`src/hdl/pta_pkg.sv`:
```
// shared types, constants and arithmetic helpers of the plucker transform block
`default_nettype none
package pta_pkg;

  localparam int unsigned ELEM_WIDTH    = 16;
  localparam int unsigned ROT_FRAC_BITS = 14;
  localparam int unsigned VEC_FRAC_BITS = 8;
  localparam int unsigned FIELD_W       = 48;
  localparam int unsigned OP_W          = 2;

  localparam int unsigned PROD_W = 2 * ELEM_WIDTH;
  localparam int unsigned C_W    = 2 * ELEM_WIDTH + 2 - VEC_FRAC_BITS;
  localparam int unsigned T_W    = ((C_W > ELEM_WIDTH) ? C_W : ELEM_WIDTH) + 1;
  localparam int unsigned QT_W   = ELEM_WIDTH + T_W;
  localparam int unsigned ACC_W  = QT_W + 3;

  localparam int unsigned QUEUE_DEPTH = 2;
  localparam int unsigned QPTR_W      = $clog2(QUEUE_DEPTH);
  localparam int unsigned QCNT_W      = $clog2(QUEUE_DEPTH + 1);

  typedef enum logic [OP_W-1:0] {
    OP_MOTION    = 2'd0,
    OP_FORCE     = 2'd1,
    OP_TR_FORCE  = 2'd2,
    OP_TR_MOTION = 2'd3
  } op_e;

  typedef logic signed [ELEM_WIDTH-1:0] lane_t;
  typedef logic [2:0][ELEM_WIDTH-1:0]   vec_t;
  typedef logic signed [PROD_W-1:0]     prod_t;
  typedef logic signed [T_W-1:0]        diff_t;
  typedef logic signed [QT_W-1:0]       qprod_t;
  typedef logic signed [ACC_W-1:0]      acc_t;

  typedef struct packed {
    logic           tr;
    logic           swap;
    logic [2:0][2:0][ELEM_WIDTH-1:0] q;
    vec_t           p;
    vec_t           a;
    vec_t           b;
  } job_t;

  typedef struct packed {
    logic full;
    logic empty;
  } q_stat_t;

  typedef struct packed {
    logic [ELEM_WIDTH-1:0] v;
    logic                  f;
  } sat_t;

  function automatic int nxt(input int i);
    return (i == 2) ? 0 : i + 1;
  endfunction

  function automatic int prv(input int i);
    return (i == 0) ? 2 : i - 1;
  endfunction

  function automatic acc_t rnd(input acc_t x, input int unsigned s);
    acc_t half;
    if (s == 0) begin
      return x;
    end
    half = acc_t'(1) <<< (s - 1);
    return (x + half) >>> s;
  endfunction

  function automatic sat_t sat_lane(input acc_t x);
    sat_t r;
    logic [ACC_W-ELEM_WIDTH:0] hi;
    hi = x[ACC_W-1:ELEM_WIDTH-1];
    if (hi == '0 || hi == '1) begin
      r.v = x[ELEM_WIDTH-1:0];
      r.f = 1'b0;
    end else if (x[ACC_W-1]) begin
      r.v = {1'b1, {(ELEM_WIDTH-1){1'b0}}};
      r.f = 1'b1;
    end else begin
      r.v = {1'b0, {(ELEM_WIDTH-1){1'b1}}};
      r.f = 1'b1;
    end
    return r;
  endfunction

endpackage
`default_nettype wire

```
`src/hdl/pta_in_if.sv`:
```
// input channel of the plucker transform block
`default_nettype none
interface pta_in_if;
  logic                         valid;
  logic                         ready;
  logic [pta_pkg::OP_W-1:0]     op;
  logic [pta_pkg::FIELD_W-1:0]  rot_row0;
  logic [pta_pkg::FIELD_W-1:0]  rot_row1;
  logic [pta_pkg::FIELD_W-1:0]  rot_row2;
  logic [pta_pkg::FIELD_W-1:0]  offset;
  logic [pta_pkg::FIELD_W-1:0]  vec_lin;
  logic [pta_pkg::FIELD_W-1:0]  vec_ang;

  modport source (output valid, op, rot_row0, rot_row1, rot_row2, offset, vec_lin, vec_ang,
                  input ready);
  modport sink (input valid, op, rot_row0, rot_row1, rot_row2, offset, vec_lin, vec_ang,
                output ready);
endinterface
`default_nettype wire

```
`src/hdl/pta_front.sv`:
```
// front end: accepts input beats, decodes the op and lays out the matrix
`default_nettype none
module pta_front (
  pta_in_if.sink            in_i,
  input  pta_pkg::q_stat_t  stat_i,
  output logic              push_o,
  output pta_pkg::job_t     job_o
);

  localparam int unsigned E = pta_pkg::ELEM_WIDTH;

  logic [2:0][2:0][E-1:0] rot;

  assign in_i.ready = !stat_i.full;
  assign push_o     = in_i.valid && !stat_i.full;

  assign rot[0] = in_i.rot_row0[3*E-1:0];
  assign rot[1] = in_i.rot_row1[3*E-1:0];
  assign rot[2] = in_i.rot_row2[3*E-1:0];

  always_comb begin
    job_o = '0;
    case (pta_pkg::op_e'(in_i.op))
      pta_pkg::OP_MOTION: begin
        job_o.tr = 1'b0; job_o.swap = 1'b0;
      end
      pta_pkg::OP_FORCE: begin
        job_o.tr = 1'b0; job_o.swap = 1'b1;
      end
      pta_pkg::OP_TR_FORCE: begin
        job_o.tr = 1'b1; job_o.swap = 1'b0;
      end
      pta_pkg::OP_TR_MOTION: begin
        job_o.tr = 1'b1; job_o.swap = 1'b1;
      end
      default: begin
        job_o.tr = 1'b0; job_o.swap = 1'b0;
      end
    endcase
    for (int i = 0; i < 3; i++) begin
      for (int j = 0; j < 3; j++) begin
        job_o.q[i][j] = job_o.tr ? rot[j][i] : rot[i][j];
      end
    end
    job_o.p = in_i.offset[3*E-1:0];
    job_o.a = job_o.swap ? in_i.vec_ang[3*E-1:0] : in_i.vec_lin[3*E-1:0];
    job_o.b = job_o.swap ? in_i.vec_lin[3*E-1:0] : in_i.vec_ang[3*E-1:0];
  end

endmodule
`default_nettype wire

```
`src/flat_wrapper.sv`:
```
// flat-port wrapper written by rule: the top's interface ports become plain ports
module pta_front_flat 
  (stat_i, push_o, job_o, in_i_valid, in_i_op, in_i_rot_row0, in_i_rot_row1, in_i_rot_row2, in_i_offset, in_i_vec_lin, in_i_vec_ang, in_i_ready);
  pta_in_if in_i_i ();
  input  pta_pkg::q_stat_t stat_i;
  output logic push_o;
  output pta_pkg::job_t job_o;
  input wire logic [$bits(in_i_i.valid)-1:0] in_i_valid;
  input wire logic [$bits(in_i_i.op)-1:0] in_i_op;
  input wire logic [$bits(in_i_i.rot_row0)-1:0] in_i_rot_row0;
  input wire logic [$bits(in_i_i.rot_row1)-1:0] in_i_rot_row1;
  input wire logic [$bits(in_i_i.rot_row2)-1:0] in_i_rot_row2;
  input wire logic [$bits(in_i_i.offset)-1:0] in_i_offset;
  input wire logic [$bits(in_i_i.vec_lin)-1:0] in_i_vec_lin;
  input wire logic [$bits(in_i_i.vec_ang)-1:0] in_i_vec_ang;
  output wire logic [$bits(in_i_i.ready)-1:0] in_i_ready;
  assign in_i_i.valid = in_i_valid;
  assign in_i_i.op = in_i_op;
  assign in_i_i.rot_row0 = in_i_rot_row0;
  assign in_i_i.rot_row1 = in_i_rot_row1;
  assign in_i_i.rot_row2 = in_i_rot_row2;
  assign in_i_i.offset = in_i_offset;
  assign in_i_i.vec_lin = in_i_vec_lin;
  assign in_i_i.vec_ang = in_i_vec_ang;
  assign in_i_ready = in_i_i.ready;
  pta_front u_core (.in_i(in_i_i), .stat_i(stat_i), .push_o(push_o), .job_o(job_o));
endmodule
```
`config.mk`:
```
export PLATFORM = sky130hd
export DESIGN_NAME = pta_front_flat
export DESIGN_NICKNAME = d
export VERILOG_FILES = /design/src/hdl/pta_pkg.sv /design/src/hdl/pta_in_if.sv /design/src/hdl/pta_front.sv /design/src/flat_wrapper.sv
export SDC_FILE = /design/constraint.sdc
export NUM_CORES = 1
export LEC_CHECK = 0
export BUFFER_PORTS_ARGS = -buffer_cell sky130_fd_sc_hd__buf_2
export CAP_MARGIN = 20
export CELL_PAD_IN_SITES_DETAIL_PLACEMENT = 1
export CELL_PAD_IN_SITES_GLOBAL_PLACEMENT = 1
export CORE_AREA = 3 3 226 228
export DETAILED_ROUTE_END_ITERATION = 8
export DIE_AREA = 0 0 229 231
export PLACE_DENSITY_LB_ADDON = 0.1
export SLEW_MARGIN = 20
export SYNTH_ARGS = -nofsm -noshare
export SYNTH_HDL_FRONTEND = slang
export SYNTH_SLANG_ARGS = --single-unit
```
`constraint.sdc`:
```
create_clock -name vclk -period 1.6
set_input_delay 0.24 -clock vclk [all_inputs]
set_output_delay 0.24 -clock vclk [all_outputs]
set_load 0.02 [all_outputs]
```
# == Yosys cells after proc, flatten, opt, wreduce, memory -nomap -nowiden ==
# Index checks and enable logic that the tools add are counted.
# totals
ram_bits,0
ff_bits,0
rom_bits,0
mem_count,0
latch_bits,0
inputBits,293
# op_classes
add_sub_neg,0
div,0
order_cmp,0
mul,0
shift,0
eq_ne,3
muxes,9
n_bitwise,0
n_reduce_logical,3
# op_table
cell,n
16-bit two-way mux,6
48-bit two-way mux,2
2-bit case mux with 4 select lines,1
2-bit equality test (second input constant),2
2-bit by 1-bit equality test with 1-bit output (second input constant),1
2-bit zero test,1
1-bit logical AND,1
1-bit zero test,1

# == Depth between registers and ports, before layout ==
# depth
word_depth,3
depth_mapped,4

# == Worst setup path before layout ==
# OpenSTA, ideal clock, no wires.
# synth_timing
path_kind,input port to output port
startpoint,input in_i_op[0]
endpoint,output job_o[55] (netlist name)
path_slack_ns,0.389
stages,4
t_arrival_ns,0.971
path_buffers,3
cell_sequence,buf_6 > buf_6 > buf_6 > mux2_4
# synth_lines
element,line_no,rtl
start: declaration,flat_wrapper.sv:9,input wire logic [$bits(in_i_i.op)-1:0] in_i_op;
end: declaration,flat_wrapper.sv:7,output pta_pkg::job_t job_o;

==> results.cfg <==
[detailed_routing]
drc_errors = 0
vias = 3537
dr.first_iter.drc_count = 41
vias_per_cell = 2.81
drtAntennaViolNets = 0
routed_wl_um = 19100
dr.pass1.iters = 4
wire_per_inst_um = 15.2

[cts]
postCtsHoldBufs = 0
postCtsSetupBuffers = 0
post_cts_resized = 0

[synth]
avgSynthCellArea_um2 = 10.9
yosys_warnings = 0
synth_area_leader_cell = mux2_2
yosysUniqueCellTypes = 10
synth_top_area_share_pct = 36.8
synth_nets = 607
synthCells = 314
netlist_area_um2 = 3420
netlist_top_cells_area = mux2_2 37%, mux2_4 35%, buf_4 21%
synth_seq_area_share_pct = 0

[setup_path]
cpMaxStageDelayCell = mux2_2
critPathKind = in2out
cp_cell_sequence = buf_4 -> buf_12 -> mux2_2 -> buf_2
worst_setup_path_start_kind = input port
cp.arrival_ns = 1.20
cp.required_ns = 1.36
critPathMaxFanout = 34
critical-path-max-stage-delay_ns = 0.37
endpoint_kind = output port

[min_path]
hold_path.class = in2out

[sta]
tightestPinTransition_ns = 0.248
setup_viol = 0
period_share_pct = 89.7
drv_slew = 0
max_freq_ghz = 0.697
finalHoldViolCount = 0
fin_setup_tns_ns = 0
fin_crit_ns = 1.44
slew_headroom_pct = 83.4
rsz0062_at_grt = false

[layout]
numSequentialCells = 0
clock_buffers = 0
final_nets = 890
drive_above_1_share_pct = 99.7
syn_to_final_growth_pct = 57.8
regArea_um2 = 0

[power_and_ir_drop]
ir_drop_v = 0.0000940
intPower_mw = 0.892
p_sw_share_pct = 53.9
fin_total_pwr_mw = 1.94
power.leakage_nw = 2.71
power.switching_mw = 1.04
power_frac_seq_pct = 0
pwr-share-clk_pct = 0
power.density_nw_per_um2 = 358
p_comb_share_pct = 100.0

[floorplanning]
die_area_um2 = 52900
initial_core_util_pct = 6.98
fp.coreArea_um2 = 49100
die-height_um = 231
row_count = 81
io_pins = 585
die_w_um = 229

[job]
cap_viol_max_count = 0

[global_route]
grt_overflow = 0
grt_pass1_vias = 3886
grt_pass1_wl_um = 26200
antenna_found_initial = 3
grt_max_degree = 39
grt.total_usage_pct = 6.46

[status]
status = finished clean

[placement]
dp_hpwl_um = 17700
port_buffers = 392
place.gp.congestion = 0.733
==> synthesized netlist by cell type <==
| master | count |
|---|---|
| mux2_2 | 112 |
| clkbuf_1 | 2 |
| mux2_4 | 80 |
| buf_12 | 4 |
| buf_6 | 7 |
| nor2b_1 | 1 |
| buf_4 | 96 |
| buf_8 | 1 |
| inv_1 | 1 |
| buf_2 | 10 |
==> cells by family after synthesis <==
| family | share of synthesized area (%) |
|---|---|
| AND/OR/NAND/NOR | 0.183 |
| buffers and inverters | 27.9 |
| multiplexers | 71.9 |
==> through the flow <==
step | hold slack [ns] | instances | util, % | setup WS [ns] | cell area [µm²]
2_1_floorplan | 0.557 | 314 | - | 0.389 | 3420
3_3_place_gp | 0.480 | 1259 | 11.0 | 0.148 | 5400
3_5_place_dp | 0.480 | 1259 | 11.0 | 0.157 | 5400
4_1_cts | 0.480 | 1259 | 11.0 | 0.151 | 5400
5_1_grt | 0.480 | 1260 | 11.0 | 0.118 | 5400
6_report | 0.480 | 1260 | 11.0 | 0.165 | 5400
==> layer usage <==
metal	wire, µm	vias to the layer above	track usage [%]
met5	23	-	0
met4	283	4	0.863
met3	3570	32	5.19
met2	9050	344	11.5
met1	6190	1573	5.86
li1	-	1584	-
==> layout make-up <==
type               count  area, µm²
multi-input cells    193       2470
inverters              1       3.75
well taps            664        831
fillers             5956      43600
diodes                 1       2.50
repair buffers       401       2100
==> critical path, delay by kind of cell <==
kind / cells / cell delay [ns]
muxes: 1 / 0.37
buffers and inverters: 3 / 0.55
==> power groups by stage <==
stage                        clock, mW  combinational [mW]  sequential [mW]
after floorplan                      0                1.55                0
after global placement               0                2.01                0
after detailed placement             0                1.97                0
after CTS                            0                1.98                0
after global routing      0.0000000837                2.08                0
final                     0.0000000837                1.94                0
==> worst paths after layout <==
check / end / cells past startpoint / from
worst max-delay path: job_o[240] / 4 / in_i_op[1]
worst min-delay path: job_o[156] / 0 / in_i_rot_row0[12]
==> cell usage in the layout (no fill, tap or decap) <==
cell / count
nor2b_1: 1
mux2_2: 112
buf_4: 6
mux2_4: 80
inv_1: 1
buf_2: 390
diode_2: 1
buf_12: 5
No activity file was read; power rests on OpenSTA's default activity.
