### config.mk
export PLATFORM = sky130hd
export DESIGN_NAME = pta_queue
export DESIGN_NICKNAME = d
export VERILOG_FILES = /design/src/hdl/pta_pkg.sv /design/src/hdl/pta_queue.sv
export SDC_FILE = /design/constraint.sdc
export NUM_CORES = 1
export LEC_CHECK = 0
export BUFFER_PORTS_ARGS = -buffer_cell sky130_fd_sc_hd__buf_2
export CORE_MARGIN = 2
export CORE_UTILIZATION = 35
export CTS_BUF_LIST = sky130_fd_sc_hd__clkbuf_2
export DETAILED_ROUTE_END_ITERATION = 8
export PLACE_DENSITY = 0.56
export SLEW_MARGIN = 20
export SYNTH_ARGS = -nofsm -noshare
export SYNTH_HDL_FRONTEND = slang
export SYNTH_SLANG_ARGS = --single-unit
### constraint.sdc
create_clock -name clk_i -period 33.4 [get_ports clk_i]
set_clock_uncertainty 0.05 [all_clocks]
set_input_delay 6.68 -clock clk_i [delete_from_list [all_inputs] [get_ports clk_i]]
set_output_delay 6.68 -clock clk_i [all_outputs]
set_load 0.05 [all_outputs]
### src/hdl/pta_pkg.sv
// shared types, constants and arithmetic helpers of the plucker transform block
`default_nettype none
package pta_pkg;

  localparam int unsigned ELEM_WIDTH    = 16;
  localparam int unsigned ROT_FRAC_BITS = 14;
  localparam int unsigned VEC_FRAC_BITS = 8;
  localparam int unsigned FIELD_W       = 48;
  localparam int unsigned OP_W          = 2;

  localparam int unsigned PROD_W = 2 * ELEM_WIDTH;
  localparam int unsigned C_W    = 2 * ELEM_WIDTH + 2 - VEC_FRAC_BITS;
  localparam int unsigned T_W    = ((C_W > ELEM_WIDTH) ? C_W : ELEM_WIDTH) + 1;
  localparam int unsigned QT_W   = ELEM_WIDTH + T_W;
  localparam int unsigned ACC_W  = QT_W + 3;

  localparam int unsigned QUEUE_DEPTH = 2;
  localparam int unsigned QPTR_W      = $clog2(QUEUE_DEPTH);
  localparam int unsigned QCNT_W      = $clog2(QUEUE_DEPTH + 1);

  typedef enum logic [OP_W-1:0] {
    OP_MOTION    = 2'd0,
    OP_FORCE     = 2'd1,
    OP_TR_FORCE  = 2'd2,
    OP_TR_MOTION = 2'd3
  } op_e;

  typedef logic signed [ELEM_WIDTH-1:0] lane_t;
  typedef logic [2:0][ELEM_WIDTH-1:0]   vec_t;
  typedef logic signed [PROD_W-1:0]     prod_t;
  typedef logic signed [T_W-1:0]        diff_t;
  typedef logic signed [QT_W-1:0]       qprod_t;
  typedef logic signed [ACC_W-1:0]      acc_t;

  typedef struct packed {
    logic           tr;
    logic           swap;
    logic [2:0][2:0][ELEM_WIDTH-1:0] q;
    vec_t           p;
    vec_t           a;
    vec_t           b;
  } job_t;

  typedef struct packed {
    logic full;
    logic empty;
  } q_stat_t;

  typedef struct packed {
    logic [ELEM_WIDTH-1:0] v;
    logic                  f;
  } sat_t;

  function automatic int nxt(input int i);
    return (i == 2) ? 0 : i + 1;
  endfunction

  function automatic int prv(input int i);
    return (i == 0) ? 2 : i - 1;
  endfunction

  function automatic acc_t rnd(input acc_t x, input int unsigned s);
    acc_t half;
    if (s == 0) begin
      return x;
    end
    half = acc_t'(1) <<< (s - 1);
    return (x + half) >>> s;
  endfunction

  function automatic sat_t sat_lane(input acc_t x);
    sat_t r;
    logic [ACC_W-ELEM_WIDTH:0] hi;
    hi = x[ACC_W-1:ELEM_WIDTH-1];
    if (hi == '0 || hi == '1) begin
      r.v = x[ELEM_WIDTH-1:0];
      r.f = 1'b0;
    end else if (x[ACC_W-1]) begin
      r.v = {1'b1, {(ELEM_WIDTH-1){1'b0}}};
      r.f = 1'b1;
    end else begin
      r.v = {1'b0, {(ELEM_WIDTH-1){1'b1}}};
      r.f = 1'b1;
    end
    return r;
  endfunction

endpackage
`default_nettype wire

### src/hdl/pta_queue.sv
// short job queue between front and back
`default_nettype none
module pta_queue (
  input  logic              clk_i,
  input  logic              rst_ni,
  input  logic              push_i,
  input  pta_pkg::job_t     job_i,
  input  logic              pop_i,
  output pta_pkg::job_t     job_o,
  output pta_pkg::q_stat_t  stat_o
);

  localparam int unsigned D = pta_pkg::QUEUE_DEPTH;

  pta_pkg::job_t                  mem_q [D];
  logic [pta_pkg::QPTR_W-1:0]     wr_q, wr_d, rd_q, rd_d;
  logic [pta_pkg::QCNT_W-1:0]     cnt_q, cnt_d;
  logic                           do_push, do_pop;

  assign stat_o.full  = (cnt_q == pta_pkg::QCNT_W'(D));
  assign stat_o.empty = (cnt_q == '0);
  assign do_push      = push_i && !stat_o.full;
  assign do_pop       = pop_i && !stat_o.empty;
  assign job_o        = mem_q[rd_q];

  always_comb begin
    wr_d  = wr_q;
    rd_d  = rd_q;
    cnt_d = cnt_q;
    if (do_push) begin
      wr_d = (wr_q == pta_pkg::QPTR_W'(D - 1)) ? '0 : wr_q + 1'b1;
    end
    if (do_pop) begin
      rd_d = (rd_q == pta_pkg::QPTR_W'(D - 1)) ? '0 : rd_q + 1'b1;
    end
    if (do_push && !do_pop) begin
      cnt_d = cnt_q + 1'b1;
    end else if (do_pop && !do_push) begin
      cnt_d = cnt_q - 1'b1;
    end
  end

  always_ff @(posedge clk_i or negedge rst_ni) begin
    if (!rst_ni) begin
      wr_q  <= '0;
      rd_q  <= '0;
      cnt_q <= '0;
    end else begin
      wr_q  <= wr_d;
      rd_q  <= rd_d;
      cnt_q <= cnt_d;
    end
  end

  always_ff @(posedge clk_i) begin
    if (do_push) begin
      mem_q[wr_q] <= job_i;
    end
  end

  a_cnt_bound: assert property (@(posedge clk_i) disable iff (!rst_ni)
    cnt_q <= pta_pkg::QCNT_W'(D)) else $error("queue count beyond depth");
  a_no_pop_empty: assert property (@(posedge clk_i) disable iff (!rst_ni)
    pop_i |-> !stat_o.empty) else $error("pop from empty queue");
  a_push_grows: assert property (@(posedge clk_i) disable iff (!rst_ni)
    (do_push && !do_pop) |=> cnt_q == $past(cnt_q) + 1'b1)
    else $error("queue count did not grow on push");

endmodule
`default_nettype wire

# Word level (Yosys, flattened, before mapping)
# Memory sizes are Yosys's and may differ from the RTL's.
# Index checks and enable logic that the tools add are counted.
[word_totals]
wordCells = 25
reg_bits = 4
out_inout_bits = 292
memories = 1
input_bits = 294
mem_bits_rw = 580
[classes]
muxes = 6
reduce_logical = 10
n_addsub = 4
n_eq_ne = 1
[mem_list]
columns = ["name", "words", "word_bits", "rd", "rd_clocked_by_memory_dff", "wr", "line", "rtl"]
rows = [
  ["mem_q", 2, 290, 1, 0, 1, "pta_queue.sv:15", "pta_pkg::job_t mem_q [D];"],
]
[op_table]
columns = ["op", "n"]
rows = [
  ["$logic_and A1 B1 Y1", 4],
  ["$logic_not A1 Y1", 4],
  ["$mux W1", 4],
  ["$mux W2", 2],
  ["$add A1 B1 Y1 const B", 2],
  ["$add A2 B1 Y2 const B", 1],
  ["$eq A2 B2 Y1 const B", 1],
  ["$logic_not A2 Y1", 1],
  ["$reduce_bool A2 Y1", 1],
  ["$sub A2 B1 Y2 const B", 1],
]

# Depth between registers and ports, before layout
# Gate-level depths: netlist of run 1.
[logic_depth]
ltp_word = 7
ltp_mapped = 7
mapped_depth_nobuf = 7

# Worst setup path before layout of run 1
# OpenSTA, ideal clock, no wires.
[synth_timing]
path_type = "in2reg"
startpoint = "in push_i"
endpoint = "mem mem_q[0][0] (netlist name), enable pin"
required_time_ps = 32404
cell_stages = 2
slack_ps = 13627
arrival_ps = 18777
setup_ps = 946
path_buffers = 0
cell_sequence = "nand2_1 > nor2_1"
[synth_via]
elab_chain_cells = 3
[synth_lines]
columns = ["element", "line", "rtl"]
rows = [
  ["start: declaration", "pta_queue.sv:6", "input logic push_i,"],
  ["$logic_and A1 B1 Y1", "pta_queue.sv:22", "assign do_push = push_i && !stat_o.full;"],
  ["$mux W1", "pta_queue.sv:56", "if (do_push) begin"],
  ["$mux W1 (implied by the code)", "pta_queue.sv:57", "mem_q[wr_q] <= job_i;"],
  ["end: declaration", "pta_queue.sv:15", ""],
]
# No other way between the ends.

==> metrics.md, run 1 <==
| Metric | Value |
|---|---|
| Status | `finished, final reports clean` |
| First-pass GRT wire length | `70.9 mm` |
| Ports | `586` |
| Top FF cell, synth | `edfxtp_1` |
| Initial antenna violation count | `15` |
| Slew HR | `20.1%` |
| Cell taking the most area after synthesis | `edfxtp_1` |
| Fin nets | `1,932` |
| Initial Util | `35.4%` |
| Static leakage | `10.0 nW` |
| Layout cells sized above 1 | `64.4%` |
| Final antenna-violating net count | `0` |
| Clock buffer count from CTS | `152` |
| Reg2Reg Capture Point | `mem_q[0][122]` |
| Comb power frac | `43.0%` |
| Min-delay src | `cnt_q[1]` |
| Setup WS pre-CTS | `23.29 ns` |
| WL/cell | `19.4 um` |
| Worst Max-Slew Pin Slew | `1.20 ns` |
| Maximum VDD drop | `74.4 uV` |
| Cts repair resizes | `0` |
| CP Launch Type | `flop` |
| WHS Path Cells | `1` |
| Row cnt | `90` |
| Ys Warns | `0` |
| Hold Path Class | `flop to flop` |
| Crit path from | `rd_q` |
| CTS max path bufs | `3` |
| Sum Neg Setup Slack | `0 ns` |
| Hold_buf cts | `0` |
| Hold Path Sink | `cnt_q[1]` |
| Vias in the first global route | `12,499` |
| Power Dens Cells | `102 nW/um2` |
| DRT iter0 DRCs | `506` |
| Final Max Tran Viols | `0` |
| Die Span Y | `251 um` |
| Grt ovf | `0` |
| Design Power | `0.00269 W` |
| RSZ-0062 raised after global routing | `false` |
| First-pass DRT Iterations | `4` |
| Post-Syn Area | `21,300 um2` |
| R2R Setup Slk | `29.72 ns` |
| Grt met1 use | `16.0%` |
| Number of fill cells | `5,475` |
| Root Driver | `clkbuf_2` |
| Chip width | `251 um` |
| Critical path, cell by cell | `buf_12, buf_4, mux2_2, buf_2` |
| Most frequent cells after synthesis | `580 x edfxtp_1, 290 x mux2_2, 26 x clkbuf_8` |
| Via density | `4.50` |
| Crit-path max cell delay | `0.88 ns` |
| Post-synth EDFFs | `580` |
| H-tree Lvls | `4` |
| Clock transition at the registers of the reported paths | `0.10 ns` |
| Clk pwr share | `17.9%` |
| Critical Path AT | `4.37 ns` |
| # port buffers | `585` |
| Final hold violation count | `0` |
| Crit-path slowest cell | `dfrtp_4` |
| Mapped Nets | `1,216` |
| Crit Path Max Fanout | `172` |
| Clock Latency Late Sink | `1.20 ns` |
| Crit share post-route | `33.2%` |
| Max-Cap Viols | `0` |
| Top cell type's share of synthesized area | `81.8%` |
| Sw Pwr | `0.00119 W` |
| # setup viols final | `0` |
| Largest net degree at the start of global routing | `173` |
| Die Area | `62,900 um2` |
| GR met2 Demand/Resource | `25.2%` |
| Fmax | `90.1 MHz` |
| Routed wire length | `49.1 mm` |
| Reg2reg start | `cnt_q[0]` |
| Flop pwr share | `39.2%` |
| Syn_area_per_cell | `23.1 um2` |
| Internal power | `0.00150 W` |
| Instance count of the mapped netlist | `921` |
| Top cells by area, synth | `edfxtp_1 82%, mux2_2 15%, clkbuf_8 1.7%` |
| Req. time, crit path | `26.67 ns` |
| Post-DP HPWL | `33.3 mm` |
| Synth-to-Final Area Change | `23.5%` |
| Global-route usage over all layers | `15.2%` |
| Switching Share | `44.1%` |
| Most frequent cell after synthesis | `edfxtp_1` |
| Synthesized flop and latch total | `584` |
| Global route hottest layer | `met2` |
| Seq/Total Area, Yosys | `82.2%` |
| Share of flip-flops with an asynchronous set or reset | `0.685%` |
| Vias | `11,417` |
| Path depth of the worst reg2reg path | `6` |
| Number of remaining DRC errors | `0` |
| Post-layout min period | `11.10 ns` |
| Final worst slack | `22.30 ns` |
| Yosys cell types | `14` |
| Nature of the critical path endpoint | `output pin` |
| Postcts setup bufs | `0` |
| WHS | `0.476 ns` |
| CTS tree | `yes` |
| CTS sink cnt | `584` |
| Global placer's final weighted congestion | `0.809` |
| Met3 Resource Use GR | `7.14%` |
| WS Path Type | `flop to output pin` |
| Core Area | `60,200 um2` |
## per-stage QoR
step / cells / utilization [%] / cell area [um2]
after detailed placement: 2264 / 41.3 / 24900
final: 2535 / 43.7 / 26300
after global routing: 2531 / 43.6 / 26300
after floorplan: 921 / - / 21300
after CTS: 2520 / 43.6 / 26300
after global placement: 2264 / 41.3 / 24900
## sequential cells by signal, summed over array words and instances, names as in the netlist
signal	count
mem_q	580
cnt_q	2
rd_q	1
wr_q	1
## cell usage in the layout (no fill, tap or decap)
master / instances
buf_2: 585
edfxtp_1: 580
mux2_2: 290
clkbuf_2: 218
clkinv_1: 23
diode_2: 14
buf_4: 6
clkinv_4: 4
bufinv_16: 4
clkinv_2: 4
xnor2_1: 3
inv_2: 3
dfrtp_1: 3
buf_12: 3
inv_1: 2
nor2_1: 2
xor2_1: 2
nand2b_1: 1
nand2_1: 1
o21ai_0: 1
and3_4: 1
nor2_4: 1
ha_1: 1
dfrtp_4: 1
## power by group through the flow
stage	clock [W]	combinational, W	sequential (W)
floorplan	0	0.000946	0.00111
global placement	0	0.00116	0.00107
detailed placement	0	0.00116	0.00107
CTS	0.000504	0.00117	0.00106
global route	0.000541	0.00120	0.00107
finish	0.000481	0.00116	0.00105
## worst max-delay path by stage
stage                    endpoint  cells after the start
global route           job_o[176]                      4
floorplan             mem_q[0][0]                      2
detailed placement  mem_q[0][177]                      5
global placement    mem_q[0][174]                      5
finish                 job_o[126]                      4
CTS                    job_o[176]                      4
## layer usage
layer  up-vias  wire [um]  share of wire, %
li1       5241          -                 -
met1      5573      18000                37
met2       479      24700                50
met3       110       4660               9.5
met4        14       1640               3.3
met5         -         81              0.16
## worst max-delay path: cells and delay by family (launching register included)
| family | cells | cell delay, ns |
|---|---|---|
| buffers and inverters | 3 | 1.71 |
| flip-flops | 1 | 0.88 |
| multiplexers | 1 | 0.42 |
## layout make-up
type | count | area, um2 | share of cell area (%)
repair buffers | 594 | 3030 | 11.5
clock buffers | 218 | 1090 | 4.15
flip-flops and latches | 584 | 17500 | 66.6
well taps | 782 | 978 | 3.72
diodes | 14 | 35.0 | 0.133
inverters | 2 | 7.51 | 0.0285
multi-input cells | 303 | 3370 | 12.8
clock inverters | 38 | 273 | 1.04
## kinds of logic after synthesis
| group | after synthesis | synth area share [%] |
|---|---|---|
| AO/OA/AOI/OAI | 1 | 0.0235 |
| adder cells (fa/ha/maj) | 1 | 0.0587 |
| XOR/XNOR | 5 | 0.206 |
| buffers and inverters | 34 | 2.03 |
| AND/OR/NAND/NOR | 6 | 0.129 |
| flip-flops | 584 | 82.2 |
| multiplexers | 290 | 15.3 |
Power figures use the tool's default switching activity.
==> run 2, diff against run 1 <==
Settings changed: ABC_AREA set to 1.
Clock period 33.4 ns to 10.5 ns, I/O delays scaled along.
==> metrics.md, run 2 <==
| Metric | Value |
|---|---|
| Routed wire length | `54.1 mm (+10%)` |
| Layout cells sized above 1 | `35.5% (-29 points)` |
| Mapped Nets | `1,841 (+51%)` |
| CTS tree | `yes` |
| Crit share post-route | `61.1%` |
| Fmax | `156 MHz` |
| Static leakage | `11.5 nW (+15%)` |
| Worst Max-Slew Pin Slew | `1.13 ns (-0.0645 ns)` |
| RSZ-0062 raised after global routing | `false` |
| Via density | `4.46 (-1.0%)` |
| Final Max Tran Viols | `0 (unchanged)` |
| Clock transition at the registers of the reported paths | `0.09 ns (about the same)` |
| Row cnt | `90 (unchanged)` |
| Global route hottest layer | `met2` |
| WHS Path Cells | `2 (+1)` |
| Final worst slack | `4.08 ns (-18.21 ns)` |
| Synthesized flop and latch total | `584 (unchanged)` |
| Core Area | `60,100 um2 (-0.19%)` |
| Slew HR | `24.4% (+4.3 points)` |
| Max FFs per register | `580 (unchanged)` |
| Most frequent cells after synthesis | `879 x nand2_1, 580 x edfxtp_1, 64 x buf_2` |
| Cell taking the most area after synthesis | `edfxtp_1` |
| Max-Cap Viols | `0 (unchanged)` |
| Design Power | `0.00897 W (+230%)` |
| Top cell type's share of synthesized area | `82.0% (+0.28 points)` |
| Instance count of the mapped netlist | `1,546 (+68%)` |
| Met3 Resource Use GR | `8.47% (+1.3 points)` |
| Most frequent cell after synthesis | `nand2_1` |
| Largest net degree at the start of global routing | `162 (-6.4%)` |
| Global-route usage over all layers | `16.8% (+1.6 points)` |
| Initial antenna violation count | `29 (+14)` |
| Post-layout min period | `6.42 ns` |
| CTS sink cnt | `584 (unchanged)` |
| Share of flip-flops with an asynchronous set or reset | `0.685% (unchanged)` |
| Critical path, cell by cell | `buf_4, buf_4, nand2_1, nand2_1, buf_2` |
| Reg2Reg Capture Point | `mem_q[1][159]` |
| Die Span Y | `250 um (-0.17%)` |
| H-tree Lvls | `4 (unchanged)` |
| Ys Warns | `0 (unchanged)` |
| Maximum VDD drop | `187 uV (+150%)` |
| Post-route cell area | `26,300 um2 (about the same)` |
| Vias in the first global route | `13,766 (+10%)` |
| Syn_area_per_cell | `13.7 um2 (-41%)` |
| Nature of the critical path endpoint | `output pin` |
| Clock Latency Late Sink | `1.21 ns (about the same)` |
| Number of remaining DRC errors | `0 (unchanged)` |
| Fin nets | `2,523 (+31%)` |
| Synth-to-Final Area Change | `23.8%` |
| Setup WS pre-CTS | `5.30 ns (-17.99 ns)` |
| Postcts setup bufs | `0 (unchanged)` |
| Clock buffer count from CTS | `150 (-1.3%)` |
| GR met2 Demand/Resource | `27.0% (+1.8 points)` |
| CP Launch Type | `flop` |
| # setup viols final | `0 (unchanged)` |
| Chip width | `250 um (-0.17%)` |
| Seq/Total Area, Yosys | `82.5% (+0.28 points)` |
| Die Area | `62,600 um2 (-0.33%)` |
| Number of fill cells | `5,725 (+4.6%)` |
| Most common cell after layout, fill and taps aside | `nand2_1` |
| Finished Layout Cells | `3,123 (+23%)` |
| Sum Neg Setup Slack | `0 ns (unchanged)` |
| WS Path Type | `flop to output pin` |
| Vias | `13,923 (+22%)` |
| Hold_buf cts | `0 (unchanged)` |
| Initial Util | `35.3% (-0.054 points)` |
| Biggest regs | `mem_q x580, cnt_q x2` |
| First-pass GRT wire length | `79.2 mm (+12%)` |
| Post-DP HPWL | `35.2 mm (+5.6%)` |
| WL/cell | `17.3 um (-11%)` |
| Critical Path AT | `4.27 ns (-0.10 ns)` |
| Root Driver | `clkbuf_2` |
| Top FF cell, synth | `edfxtp_1` |
| Yosys cell types | `13 (-1)` |
| DRT iter0 DRCs | `841 (+66%)` |
| Hold Path Sink | `wr_q` |
| Path depth of the worst reg2reg path | `4 (-2)` |
| Power Dens Cells | `341 nW/um2 (+230%)` |
| First-pass DRT Iterations | `6 (+2)` |
| Placed cell count | `2,858 (+26%)` |
| Top cells by area, synth | `edfxtp_1 82%, nand2_1 16%, buf_2 1.5%` |
| Crit Path Max Fanout | `77 (-55%)` |
| DP Area | `24,900 um2 (+0.25%)` |
| Hold Path Class | `flop to flop` |
| Status | `finished, final reports clean` |
| Ports | `586 (unchanged)` |
| Reg2reg start | `cnt_q[0]` |
| Crit-path max cell delay | `0.90 ns (+0.02 ns)` |
| Final hold violation count | `0 (unchanged)` |
| Post-synth EDFFs | `580 (unchanged)` |
| Req. time, crit path | `8.35 ns (-18.32 ns)` |
| CTS max path bufs | `3 (unchanged)` |
| Commonest non-fill, non-tap cells in the layout | `879 x nand2_1, 585 x buf_2, 580 x edfxtp_1` |
| Grt met1 use | `18.8% (+2.8 points)` |
| Min-delay src | `wr_q` |
| # port buffers | `585 (unchanged)` |
| Final antenna-violating net count | `0 (unchanged)` |
| Global placer's final weighted congestion | `0.831 (+2.7%)` |
| Biggest register | `mem_q` |
| Cts repair resizes | `0 (unchanged)` |
| Grt ovf | `0 (unchanged)` |
| Post-Syn Area | `21,200 um2 (-0.34%)` |
| Crit-path slowest cell | `dfrtp_4` |
| R2R Setup Slk | `7.50 ns (-22.22 ns)` |
## run 2: logic make-up (layout without fill, tap and decap cells)
group | after synthesis | count (layout) | share of synthesized area [%]
adders and majority gates | 1 | 1 | 0.0589
AOI/OAI and AO/OA | 2 | 2 | 0.0471
xor gates and xnor gates | 1 | 1 | 0.0413
and+or+nand+nor | 886 | 886 | 15.7
DFF | 584 | 584 | 82.5
buffers and inverters | 72 | 851 | 1.65
other | 0 | 16 | 0
## run 2: cell type report
class / instances / area (um2) / share of cell area [%]
multi-input combinational: 890 / 3370 / 12.8
timing repair buffer: 594 / 3030 / 11.5
clock buffer: 215 / 1080 / 4.09
antenna: 16 / 40.0 / 0.152
clock inverter: 34 / 220 / 0.838
tap: 782 / 978 / 3.72
inverter: 8 / 45.0 / 0.171
sequential: 584 / 17500 / 66.7
## run 2: worst max path at each step
| stage | from | end | slack [ns] | cells after the start |
|---|---|---|---|---|
| after global placement | rd_q | job_o[121] | 5.41 | 5 |
| after CTS | rd_q | job_o[81] | 3.78 | 5 |
| after floorplan | push_i | mem_q[1][0] | 0.20 | 2 |
| after detailed placement | rd_q | job_o[81] | 5.30 | 5 |
| after global routing | rd_q | job_o[26] | 3.60 | 5 |
| final | rd_q | job_o[119] | 4.08 | 5 |
## run 2: per-stage QoR
step	hold slack, ns	utilization [%]
2_1_floorplan	0.399	-
3_3_place_gp	0.417	41.5
3_5_place_dp	0.427	41.5
4_1_cts	0.351	43.6
5_1_grt	0.403	43.7
6_report	0.440	43.7
## run 2: critical path, delay by kind of cell, from the launching register on
family                 cells  cell delay (ns)
buffers and inverters      3             1.77
AND/OR/NAND/NOR            2             0.23
flip-flops                 1             0.90
## run 2: power breakdown
| group | total, W | switching [W] | internal, W |
|---|---|---|---|
| clock | 0.00149 | 0.000875 | 0.000616 |
| combinational | 0.00414 | 0.00342 | 0.000726 |
| sequential | 0.00333 | 0.000154 | 0.00318 |
## run 2: metal layers
metal,part of all wire (%),wire length [um],vias up
met5,0.29,158,-
met4,2.4,1310,24
met3,11,5890,113
met2,49,26400,614
met1,38,20400,6461
li1,-,-,6711
